<file path="config.mk">
export PLATFORM = sky130hd
export DESIGN_NAME = grid_first_fit_placement_core
export DESIGN_NICKNAME = d
export VERILOG_FILES = /design/src/rtl/gfp_pkg.sv /design/src/rtl/gfp_ram.sv /design/src/rtl/grid_first_fit_placement_core.sv
export SDC_FILE = /design/constraint.sdc
export NUM_CORES = 1
export LEC_CHECK = 0
export ABC_CLOCK_PERIOD_IN_PS = 6640
export BUFFER_PORTS_ARGS = -buffer_cell sky130_fd_sc_hd__buf_4
export CAP_MARGIN = 20
export CORE_MARGIN = 2
export CORE_UTILIZATION = 26
export CTS_CLUSTER_DIAMETER = 200
export CTS_CLUSTER_SIZE = 40
export DETAILED_ROUTE_END_ITERATION = 6
export HOLD_SLACK_MARGIN = 0.06
export PLACE_DENSITY = 0.39
export SLEW_MARGIN = 20
export SYNTH_ARGS = -nofsm -noshare
export SYNTH_HDL_FRONTEND = slang
export SYNTH_SLANG_ARGS = --single-unit
</file>
<file path="constraint.sdc">
create_clock -name clock -period 6.64 [get_ports clock]
set_input_delay 0.996 -clock clock [delete_from_list [all_inputs] [get_ports clock]]
set_output_delay 0.996 -clock clock [all_outputs]
set_load 0.01 [all_outputs]
</file>
<file path="src/rtl/gfp_pkg.sv">
package gfp_pkg;

   localparam int GRID_MAX_WIDTH_DEF  = 16;
   localparam int GRID_MAX_HEIGHT_DEF = 16;

   localparam int CFG_W    = 5;
   localparam int CSR_IDX_W = 2;
   localparam int OP_W     = 2;
   localparam int POS_W    = 4;
   localparam int RECT_W   = 5;

   localparam logic [CFG_W-1:0] GRID_SIZE_RESET = 5'd16;

   localparam logic [OP_W-1:0] OP_WRITE = 2'd0;
   localparam logic [OP_W-1:0] OP_CHECK = 2'd1;
   localparam logic [OP_W-1:0] OP_FIND  = 2'd2;

   localparam logic [CSR_IDX_W-1:0] CSR_GRID_WIDTH  = 2'd0;
   localparam logic [CSR_IDX_W-1:0] CSR_GRID_HEIGHT = 2'd1;

endpackage

</file>
<file path="src/rtl/gfp_ram.sv">
module gfp_ram #(
   parameter int WIDTH = 16,
   parameter int DEPTH = 16
) (
   input  logic                     clock,
   input  logic                     wr_en,
   input  logic [$clog2(DEPTH)-1:0] wr_addr,
   input  logic [WIDTH-1:0]         wr_data,
   input  logic [$clog2(DEPTH)-1:0] rd_addr,
   output logic [WIDTH-1:0]         rd_data
);

   logic [WIDTH-1:0] mem [DEPTH];

   always_ff @(posedge clock) begin
      if (wr_en) begin
         mem[wr_addr] <= wr_data;
      end
      rd_data <= mem[rd_addr];
   end

endmodule

</file>
<file path="src/rtl/grid_first_fit_placement_core.sv">
// steps: a write reads the row, then writes it back modified; a check gathers its row band, then
//   makes one mask compare; an unused opcode or rejected size is answered straight from idle
// find: gathers each candidate row band through the row ram, then tries one column per cycle
//   in the shared mask compare
// throughput: one item at a time, busy high until the result strobe; a new item may start
//   in the cycle that rsp_valid is shown, and the result is never held off
// reset: synchronous, active high; all cells free, grid size 16 by 16, no result pending
module grid_first_fit_placement_core
   import gfp_pkg::*;
#(
   parameter int GRID_MAX_WIDTH  = GRID_MAX_WIDTH_DEF,
   parameter int GRID_MAX_HEIGHT = GRID_MAX_HEIGHT_DEF
) (
   input  logic                 clock,
   input  logic                 reset,
   input  logic                 start,
   output logic                 busy,
   input  logic [OP_W-1:0]      req_opcode,
   input  logic [POS_W-1:0]     req_pos_x,
   input  logic [POS_W-1:0]     req_pos_y,
   input  logic [RECT_W-1:0]    req_rect_width,
   input  logic [RECT_W-1:0]    req_rect_height,
   input  logic                 req_cell_value,
   output logic                 rsp_valid,
   output logic                 rsp_fits,
   output logic [POS_W-1:0]     rsp_place_x,
   output logic [POS_W-1:0]     rsp_place_y,
   input  logic                 csr_write_en,
   input  logic [CSR_IDX_W-1:0] csr_index,
   input  logic [CFG_W-1:0]     csr_wdata
);

   localparam int XW   = $clog2(GRID_MAX_WIDTH);
   localparam int YW   = $clog2(GRID_MAX_HEIGHT);
   localparam int KW   = $clog2(GRID_MAX_HEIGHT + 1);
   localparam int MAXD = (GRID_MAX_WIDTH > GRID_MAX_HEIGHT) ? GRID_MAX_WIDTH : GRID_MAX_HEIGHT;
   localparam int SW   = $clog2(MAXD + (1 << RECT_W)) + 1;

   typedef enum logic [4:0] {
      ST_IDLE = 5'b00001,
      ST_ROWS = 5'b00010,
      ST_SCAN = 5'b00100,
      ST_WRD  = 5'b01000,
      ST_WMOD = 5'b10000
   } state_type;

   state_type                   state_ff, state_in;
   logic [OP_W-1:0]             op_ff, op_in;
   logic [POS_W-1:0]            px_ff, px_in;
   logic [POS_W-1:0]            py_ff, py_in;
   logic [RECT_W-1:0]           w_ff, w_in;
   logic [RECT_W-1:0]           h_ff, h_in;
   logic                        v_ff, v_in;
   logic [XW-1:0]               x_ff, x_in;
   logic [YW-1:0]               y_ff, y_in;
   logic [KW-1:0]               k_ff, k_in;
   logic                        pend_ff, pend_in;
   logic [GRID_MAX_WIDTH-1:0]   or_ff, or_in;
   logic [CFG_W-1:0]            grid_width_ff, grid_height_ff;
   logic [GRID_MAX_HEIGHT-1:0]  row_valid_ff;
   logic                        rd_vld_ff;
   logic                        rsp_valid_ff, rsp_valid_in;
   logic                        rsp_fits_ff, rsp_fits_in;
   logic [POS_W-1:0]            rsp_x_ff, rsp_x_in;
   logic [POS_W-1:0]            rsp_y_ff, rsp_y_in;

   logic [YW-1:0]               ram_rd_addr;
   logic [GRID_MAX_WIDTH-1:0]   ram_rd_data;
   logic                        ram_wr_en;
   logic [GRID_MAX_WIDTH-1:0]   ram_wr_data;

   logic [SW-1:0]               gw, gh;
   logic [GRID_MAX_WIDTH-1:0]   rd_row;
   logic [GRID_MAX_WIDTH-1:0]   wmask;
   logic [GRID_MAX_WIDTH-1:0]   bit_mask;
   logic                        hit;
   logic                        issue;

   gfp_ram #(
      .WIDTH (GRID_MAX_WIDTH),
      .DEPTH (GRID_MAX_HEIGHT)
   ) u_rows (
      .clock   (clock),
      .wr_en   (ram_wr_en),
      .wr_addr (YW'(py_ff)),
      .wr_data (ram_wr_data),
      .rd_addr (ram_rd_addr),
      .rd_data (ram_rd_data)
   );

   assign busy        = (state_ff != ST_IDLE);
   assign rsp_valid   = rsp_valid_ff;
   assign rsp_fits    = rsp_fits_ff;
   assign rsp_place_x = rsp_x_ff;
   assign rsp_place_y = rsp_y_ff;

   // sizes above storage saturate
   assign gw = (SW'(grid_width_ff) > SW'(GRID_MAX_WIDTH)) ? SW'(GRID_MAX_WIDTH)
                                                          : SW'(grid_width_ff);
   assign gh = (SW'(grid_height_ff) > SW'(GRID_MAX_HEIGHT)) ? SW'(GRID_MAX_HEIGHT)
                                                            : SW'(grid_height_ff);

   // a row never written reads as free
   assign rd_row   = ram_rd_data & {GRID_MAX_WIDTH{rd_vld_ff}};
   assign bit_mask = GRID_MAX_WIDTH'(1) << px_ff;
   assign issue    = (SW'(k_ff) < SW'(h_ff));

   always_comb begin
      for (int i = 0; i < GRID_MAX_WIDTH; i++) begin
         wmask[i] = (SW'(i) < SW'(w_ff));
      end
   end

   // shared window compare: band of rows against the rectangle mask at column x
   assign hit = (((or_ff >> x_ff) & wmask) == '0);

   always_comb begin
      state_in     = state_ff;
      op_in        = op_ff;
      px_in        = px_ff;
      py_in        = py_ff;
      w_in         = w_ff;
      h_in         = h_ff;
      v_in         = v_ff;
      x_in         = x_ff;
      y_in         = y_ff;
      k_in         = k_ff;
      pend_in      = 1'b0;
      or_in        = or_ff;
      rsp_valid_in = 1'b0;
      rsp_fits_in  = 1'b0;
      rsp_x_in     = px_ff;
      rsp_y_in     = py_ff;
      ram_wr_en    = 1'b0;
      ram_wr_data  = (rd_row & ~bit_mask) | (v_ff ? bit_mask : '0);
      ram_rd_addr  = YW'(SW'(y_ff) + SW'(k_ff));

      unique case (state_ff)
         ST_IDLE: begin
            rsp_x_in = req_pos_x;
            rsp_y_in = req_pos_y;
            if (start) begin
               op_in = req_opcode;
               px_in = req_pos_x;
               py_in = req_pos_y;
               w_in  = req_rect_width;
               h_in  = req_rect_height;
               v_in  = req_cell_value;
               k_in  = '0;
               or_in = '0;
               unique case (req_opcode)
                  OP_WRITE: begin
                     // cells beyond storage are dropped
                     if ((SW'(req_pos_x) < SW'(GRID_MAX_WIDTH)) &&
                         (SW'(req_pos_y) < SW'(GRID_MAX_HEIGHT))) begin
                        state_in = ST_WRD;
                     end else begin
                        rsp_valid_in = 1'b1;
                     end
                  end
                  OP_CHECK: begin
                     if ((req_rect_width == '0) || (req_rect_height == '0) ||
                         (SW'(req_pos_x) + SW'(req_rect_width) > gw) ||
                         (SW'(req_pos_y) + SW'(req_rect_height) > gh)) begin
                        rsp_valid_in = 1'b1;
                     end else begin
                        x_in     = XW'(req_pos_x);
                        y_in     = YW'(req_pos_y);
                        state_in = ST_ROWS;
                     end
                  end
                  OP_FIND: begin
                     if ((req_rect_width == '0) || (req_rect_height == '0) ||
                         (SW'(req_rect_width) > gw) || (SW'(req_rect_height) > gh)) begin
                        rsp_valid_in = 1'b1;
                     end else begin
                        x_in     = '0;
                        y_in     = '0;
                        state_in = ST_ROWS;
                     end
                  end
                  default: begin
                     rsp_valid_in = 1'b1;
                  end
               endcase
            end
         end
         ST_ROWS: begin
            // one row read issued per cycle, its data folded in on the next cycle
            if (issue) begin
               k_in    = k_ff + KW'(1);
               pend_in = 1'b1;
            end
            if (pend_ff) begin
               or_in = or_ff | rd_row;
            end
            if (!issue && pend_ff) begin
               state_in = ST_SCAN;
            end
         end
         ST_SCAN: begin
            if (op_ff == OP_CHECK) begin
               rsp_valid_in = 1'b1;
               rsp_fits_in  = hit;
               state_in     = ST_IDLE;
            end else if (hit) begin
               rsp_valid_in = 1'b1;
               rsp_fits_in  = 1'b1;
               rsp_x_in     = POS_W'(x_ff);
               rsp_y_in     = POS_W'(y_ff);
               state_in     = ST_IDLE;
            end else if (SW'(x_ff) + SW'(w_ff) < gw) begin
               x_in = x_ff + XW'(1);
            end else if (SW'(y_ff) + SW'(h_ff) < gh) begin
               y_in     = y_ff + YW'(1);
               x_in     = '0;
               k_in     = '0;
               or_in    = '0;
               state_in = ST_ROWS;
            end else begin
               rsp_valid_in = 1'b1;
               state_in     = ST_IDLE;
            end
         end
         ST_WRD: begin
            ram_rd_addr = YW'(py_ff);
            state_in    = ST_WMOD;
         end
         ST_WMOD: begin
            ram_wr_en    = 1'b1;
            rsp_valid_in = 1'b1;
            state_in     = ST_IDLE;
         end
         default: begin
            state_in = ST_IDLE;
         end
      endcase
   end

   always_ff @(posedge clock) begin
      if (reset) begin
         state_ff       <= ST_IDLE;
         pend_ff        <= 1'b0;
         rsp_valid_ff   <= 1'b0;
         row_valid_ff   <= '0;
         grid_width_ff  <= GRID_SIZE_RESET;
         grid_height_ff <= GRID_SIZE_RESET;
      end else begin
         state_ff     <= state_in;
         pend_ff      <= pend_in;
         rsp_valid_ff <= rsp_valid_in;
         if (ram_wr_en) begin
            row_valid_ff[YW'(py_ff)] <= 1'b1;
         end
         if (csr_write_en) begin
            unique case (csr_index)
               CSR_GRID_WIDTH:  grid_width_ff  <= csr_wdata;
               CSR_GRID_HEIGHT: grid_height_ff <= csr_wdata;
               default: begin
               end
            endcase
         end
      end
   end

   always_ff @(posedge clock) begin
      op_ff       <= op_in;
      px_ff       <= px_in;
      py_ff       <= py_in;
      w_ff        <= w_in;
      h_ff        <= h_in;
      v_ff        <= v_in;
      x_ff        <= x_in;
      y_ff        <= y_in;
      k_ff        <= k_in;
      or_ff       <= or_in;
      rd_vld_ff   <= row_valid_ff[ram_rd_addr];
      rsp_fits_ff <= rsp_fits_in;
      rsp_x_ff    <= rsp_x_in;
      rsp_y_ff    <= rsp_y_in;
   end

`ifndef NO_ASSERTIONS
   // an accepted item either answers at once or keeps the block busy
   a_accept_progress: assert property (@(posedge clock) disable iff (reset)
      start && !busy |=> busy || rsp_valid)
      else $error("accepted item neither answered nor in progress");

   // the row band is complete before any column is tested
   a_scan_no_pending: assert property (@(posedge clock) disable iff (reset)
      state_ff == ST_SCAN |-> !pend_ff)
      else $error("column scan started with a row read outstanding");

   // rows gathered never exceed the rectangle height
   a_rows_bounded: assert property (@(posedge clock) disable iff (reset)
      state_ff == ST_ROWS |-> SW'(k_ff) <= SW'(h_ff))
      else $error("row counter ran past rectangle height");

   // a write never reports a fit
   a_write_no_fit: assert property (@(posedge clock) disable iff (reset)
      rsp_valid && rsp_fits |-> op_ff == OP_CHECK || op_ff == OP_FIND)
      else $error("fit reported for a write or unused opcode");

   // a result is only produced when the block returns to idle
   a_rsp_at_idle: assert property (@(posedge clock) disable iff (reset)
      rsp_valid |-> state_ff != ST_WMOD && state_ff != ST_WRD)
      else $error("result strobe while a write is still in progress");
`endif

endmodule
</file>
== Word level (Yosys, flattened, before mapping) ==
Memories as Yosys holds them, arrays and structs flattened. A register that Yosys moved wholly into a read port is not among the register bits.
Cells that the tools add are included.

* $add $sub $neg: 8
* Mux-type cells: 70
* Div/mod/pow operators: 0
* Multiply operators: 0
* Shift-type cells: 2
* Bitwise operators: 8
* Reduce and logical (&&, ||, !) cells: 24
* Order comparisons: 28
* Equal/unequal tests: 24

{| class="wikitable"
|+ Operator list
! operator !! number
|-
| $mux 16 || 7
|-
| $mux 5 || 15
|-
| $mux 4 || 18
|-
| $and 16x16->16 || 3
|-
| $or 16x16->16 || 3
|-
| $pmux 16 s3 || 1
|-
| $pmux 4 s2 || 6
|-
| $lt 4x5->1 const A || 8
|-
| $pmux 5 s3 || 2
|-
| $add 4x5->6 || 4
|-
| $lt 3x5->1 const A || 4
|-
| $pmux 5 s4 || 1
|-
| $logic_not 16->1 || 1
|-
| $ne 2x2->1 const B || 8
|-
| $not 16->16 || 1
|-
| $shl 1x4->16 const A || 1
|-
| $shr 16x4->16 || 1
|-
| $mux 1 || 15
|-
| $reduce_and 7->1 || 2
|-
| $gt 6x5->1 || 2
|-
| $lt 6x5->1 || 2
|-
| $gt 5x5->1 || 2
|-
| $gt 5x5->1 const B || 2
|-
| $logic_not 5->1 || 2
|-
| 36 further kinds || 53
|}

* RAM bits: 256
* Latch bits: 0
* Word-level logic and storage cells: 185
* Memory bits (read-only): 0
* Memories kept: 1
* Bits of input ports: 32
* Output and inout port bits: 11
* Bits in registers: 93

{| class="wikitable"
|+ Memories
! name !! words !! bits a word !! read ports !! clocked after memory_dff !! write ports !! RTL line !! source
|-
| u_rows.mem || 16 || 16 || 1 || 1 || 1 || gfp_ram.sv:13 || <nowiki>logic [WIDTH-1:0] mem [DEPTH];</nowiki>
|}

== Logic depth before layout (Yosys ltp) ==
* Depth in word-level cells: 9
* Depth in mapped cells: 16
* Depth with buffers taken out: 16

== Cells and area by module ==
From an unflattened synthesis, not the netlist that was laid out.

* Cell total of the unflattened synthesis: 1160
* Area total of the unflattened synthesis: 16888.7 um^2

{| class="wikitable"
|+ Modules (own cells, without submodules)
! module !! sequential area each (um^2) !! area each (um^2) !! cells each !! instances
|-
| gfp_ram || 8007.7 || 10042.1 || 432 || 1
|-
| grid_first_fit_placement_core || 2362.3 || 6846.6 || 728 || 1
|}

== Least setup slack after synthesis ==
OpenSTA, ideal clock, no wires.

* Path type: register -> register
* Start: register y_ff[0]
* End: register or_ff[0], enable pin
* Cell stages (with the launch flop): 13
* Arrival time: 3.657 ns
* Buffers on the path: 0
* Required time: 6.231 ns
* Clock period less this slack: 4.066 ns
* Slack: 2.574 ns
* Library setup time: 0.409 ns
* Cell sequence: edfxtp_1 ha_1 inv_1 fa_1 inv_1 ha_1 a21o_1 a21o_1 a21o_1 a221o_1 inv_1 a41oi_1 nor3_1

* Longest elaborated chain between the ends: 4

{| class="wikitable"
|+ Ends and longest elaborated chain
! item !! RTL line !! source
|-
| start, declared || grid_first_fit_placement_core.sv:55 || <nowiki>logic [YW-1:0] y_ff, y_in;</nowiki>
|-
| start signal, assigned || grid_first_fit_placement_core.sv:274 || <nowiki>y_ff <= y_in;</nowiki>
|-
| $add 4x5->6 || grid_first_fit_placement_core.sv:214 || <nowiki>end else if (SW'(y_ff) + SW'(h_ff) < gh) begin</nowiki>
|-
| $lt 6x5->1 || grid_first_fit_placement_core.sv:214 ||
|-
| $ne 2x2->1 (no line) || -- ||
|-
| $reduce_and 7->1 (no line) || -- ||
|-
| end signal, assigned || grid_first_fit_placement_core.sv:276 || <nowiki>or_ff <= or_in;</nowiki>
|-
| end, declared || grid_first_fit_placement_core.sv:58 || <nowiki>logic [GRID_MAX_WIDTH-1:0] or_ff, or_in;</nowiki>
|}

No other way between the ends.
A chain may end at the register's enable or synchronous reset.

== Worst setup path in the final report ==
* Start: register x_ff[1]
* End: register k_ff[1], enable pin

* Longest elaborated chain between the ends: 5
* Elaborated cells on any way between the ends: 8
* Classes of those cells: add/sub: 1; order compare: 1; eq/ne: 2; shift: 1; bitwise: 1; reduce/logical: 2

{| class="wikitable"
|+ Ends and longest elaborated chain
! item !! RTL line !! source
|-
| start, declared || grid_first_fit_placement_core.sv:54 || <nowiki>logic [XW-1:0] x_ff, x_in;</nowiki>
|-
| start signal, assigned || grid_first_fit_placement_core.sv:273 || <nowiki>x_ff <= x_in;</nowiki>
|-
| parallel branches: the longest is 4 deep, another holds $add 4x5->6 || -- ||
|-
| $reduce_and 7->1 (no line) (*) || -- ||
|-
| end signal, assigned || grid_first_fit_placement_core.sv:275 || <nowiki>k_ff <= k_in;</nowiki>
|-
| end, declared || grid_first_fit_placement_core.sv:56 || <nowiki>logic [KW-1:0] k_ff, k_in;</nowiki>
|}

Mark *: on every way between the ends.

==> results.txt <==
- ANT nets after route: 0
* Critical-path top delay cell: edfxtp_1
- Power Density: 390 nW/um^2
* Average cell area after synthesis: 14.6 um^2
- Across the VDD grid, the largest voltage drop is 336 uV.
* Top cells by instance count after synthesis: edfxtp_1, mux4_2, nor2_1
- Total number of clock tree sinks: 365
- Buffers inserted to repair hold after CTS numbered 0.
- Of the cells placed in the final design, the portion with a size suffix greater than 1 is 0.187.
- The design draws 7320 uW.
* Run status: complete, no violations
- Synthesis handed over a netlist of 1155 instances.
* Setup bufs post-CTS: 0
- The most used flip-flop cell after synthesis is edfxtp_1.
* Number of vias per cell: 4.73
- Summed over all failing endpoints, the final setup total negative slack is 0 ns.
- Largest stage delay on the critical path: 0.89 ns
* Number of port buffers: 42
- Share of flip-flops with an asynchronous set or reset: 0
- Sequential cell area: 10400 um^2
- Y dimension of the die: 259 um
* Final antenna diode count: 0
- The layout has 6444 filler cells.
- EDFF count, synth: 306
* Overall routing resource usage: 0.136
- In the finished design, the share of the clock period the worst path needs comes to 0.693.
- Root buf cell: clkbuf_16
- Summed over all layers, the global routing overflow is 0.
- The floorplan step set the die width to 259 um.
* First-pass iteration count of the detailed router: 5
* Sequential-to-total area share from yosys stat: 0.615
- Required @ worst endpoint: 6.83 ns
- The share of synthesized area in the top cell type comes to 0.545.
- For this run, the number of Yosys warnings is 0.
- Worst Setup End Kind: flop
- Pin count of the biggest net entering global routing: 53
- First-pass GRT wire length: 68.4 mm
* Leakage Power: 0.00634 uW
* Cell types occupying the most area after synthesis: edfxtp_1, mux4_2, dfxtp_1, ha_1, nor2_1
* Maximum number of buffers from clock root to sink: 3
* Worst rel slew slack: 0.300
- In this run, placement finished with an instance count of 2030.
- Post-Synthesis Cell Area: 16900 um^2
- After layout, the minimum clock period comes to 4.60 ns.
- Critical Path Source Type: flop
- The net count of the finished layout is 1286.
- Std cell rows: 93
- Wires add up to 45.6 mm.
- Final Instance Count excl. Fillers: 2052
- Latest clock arrival within the worst-skew pair: 0.55 ns
- In this run the worst path has a maximum fanout of 22.
* Count of max-cap constraint violations: 0
- At the pin with the least slew margin, the transition time is 1.05 ns.
- Initial core utilization: 0.262
- Count of vias placed by the detailed router: 9707
* Cell with the most instances after synthesis: edfxtp_1
- Finish-stage setup viols: 0
- Fmax achieved: 0.217 GHz
- Post-CTS resize count: 0
- RSZ-0062 raised after global routing: no
- The final hold violation count was 0.
- Layout Area Growth over Synthesis: 11.4%
- Cell accounting for the most synthesized area: edfxtp_1
- After synthesis the netlist holds a flip-flop and latch count of 365.
* Max-slew violation count: 0
* Clock slew at the register clock pins of the worst setup and hold paths: 0.16 ns
- Across the routed clock network, the largest skew measured is 0.0497 ns.
- Post-Route Utilization: 0.292
- RD Place Congestion: 0.794
- Traced cell by cell, the critical path runs through inv_1 > fa_1 > inv_1 > a21o_1 > a21oi_1 > xnor2_1 > ha_1 > o21ai_0 > o21ai_1 > a41oi_1 > nor3_1.
- The core region is 64300 um^2.
* Number of unique standard cell types used by synthesis: 66
- The path class of the tightest hold or removal check is flop to flop.
- Once detailed placement completed, the half-perimeter wirelength came to 29.1 mm.
- Full die area: 66900 um^2
- Worst slack on hold paths: 0.489 ns
- The setup path with the least slack is of type flop to flop.
- When the netlist entered floorplanning its net count stood at 1251.
- For this run, design rule violations remaining after detail routing come to 0.
- Most Frequent Cell on Critical Path: inv_1
- 43 I/O pins were placed.
- Signal arrival time at the worst endpoint: 4.80 ns
* DRC violation total after the first TritonRoute iteration: 677
- Total CTS buffers: 13
- The number of antenna violations at the first check in global routing is 0.
- TritonCTS built the clock tree.
* Deepest level of the CTS H-tree: 1
- Vias in the first global route: 9974
- Average wire length per cell after detail routing: 22.2 um
- Area occupied by multi-input gates: 6200 um^2
## power by group
part	switching [uW]	internal, uW
Combinational	1780	1280
Sequential	243	2910
Clock	725	387
## state kept, by name (all words and copies together), names as in the netlist, 16 cells and up
register / cells
or_ff: 16
u_rows.mem: 256
u_rows.rd_data: 16
row_valid_ff: 16
## logic make-up after synthesis
| group | share of synthesized area |
|---|---|
| fa+ha+maj | 0.0497 |
| mux | 0.135 |
| flops | 0.615 |
| simple gates | 0.0841 |
| xor+xnor | 0.0114 |
| compound gates | 0.0811 |
| buf+inv | 0.0238 |
## worst paths after layout
check / from / to / slack [ns] / cells after the start
max: x_ff[1] / k_ff[1] / 2.04 / 11
min: row_valid_ff[1] / row_valid_ff[1] / 0.49 / 2
max reg2reg: x_ff[1] / k_ff[1] / 2.04 / 11
min reg2reg: row_valid_ff[1] / row_valid_ff[1] / 0.49 / 2
## worst max-delay path, delay by kind of cell, from the launching register on
kind / cells / cell delay (ns)
AOI/OAI and AO/OA: 5 / 1.07
DFF: 1 / 0.89
adders and majority gates: 2 / 0.83
and+or+nand+nor: 1 / 0.80
buffers and inverters: 2 / 0.52
xor gates and xnor gates: 1 / 0.13
## cell usage in the layout (no fill, tap or decap), types with 15 or more instances in the layout
cell type,Yosys,routed
xnor2_1,17,17
nand2b_1,15,15
mux2_2,16,16
dfxtp_1,59,59
nand2_1,75,75
inv_1,40,40
edfxtp_1,306,306
o21a_1,21,21
a21o_1,15,15
ha_1,59,59
buf_4,4,73
and2_1,34,34
mux4_2,83,83
o21ai_0,28,28
mux2i_1,23,22
a21oi_1,27,26
a31oi_1,19,19
nor2_1,79,67
a211oi_1,24,24
## metrics by stage
| stage | setup slack, ns | cell area [um^2] |
|---|---|---|
| 5_1_grt | 1.65 | 18800 |
| 3_3_place_gp | 1.90 | 18400 |
| 4_1_cts | 2.07 | 18800 |
| 2_1_floorplan | 2.57 | 16900 |
| 6_report | 2.04 | 18800 |
| 3_5_place_dp | 2.11 | 18400 |
## metal layers
metal	GRT usage	wire, um	vias to the layer above
met1	0.193	21900	5052
met3	0.0148	1160	30
met4	0.0247	763	0
met2	0.229	21800	113
met5	0	0	-
li1	-	-	4512
## final cells by class
| cell class | instances | area share |
|---|---|---|
| repair buffers | 75 | 0.0317 |
| clock buffers | 20 | 0.0187 |
| well taps | 855 | 0.0569 |
| inverters | 42 | 0.00839 |
| multi-input cells | 693 | 0.330 |
| flip-flops and latches | 365 | 0.552 |
| clock inverters | 2 | 0.00206 |
No activity file was read; power rests on OpenSTA's default activity.
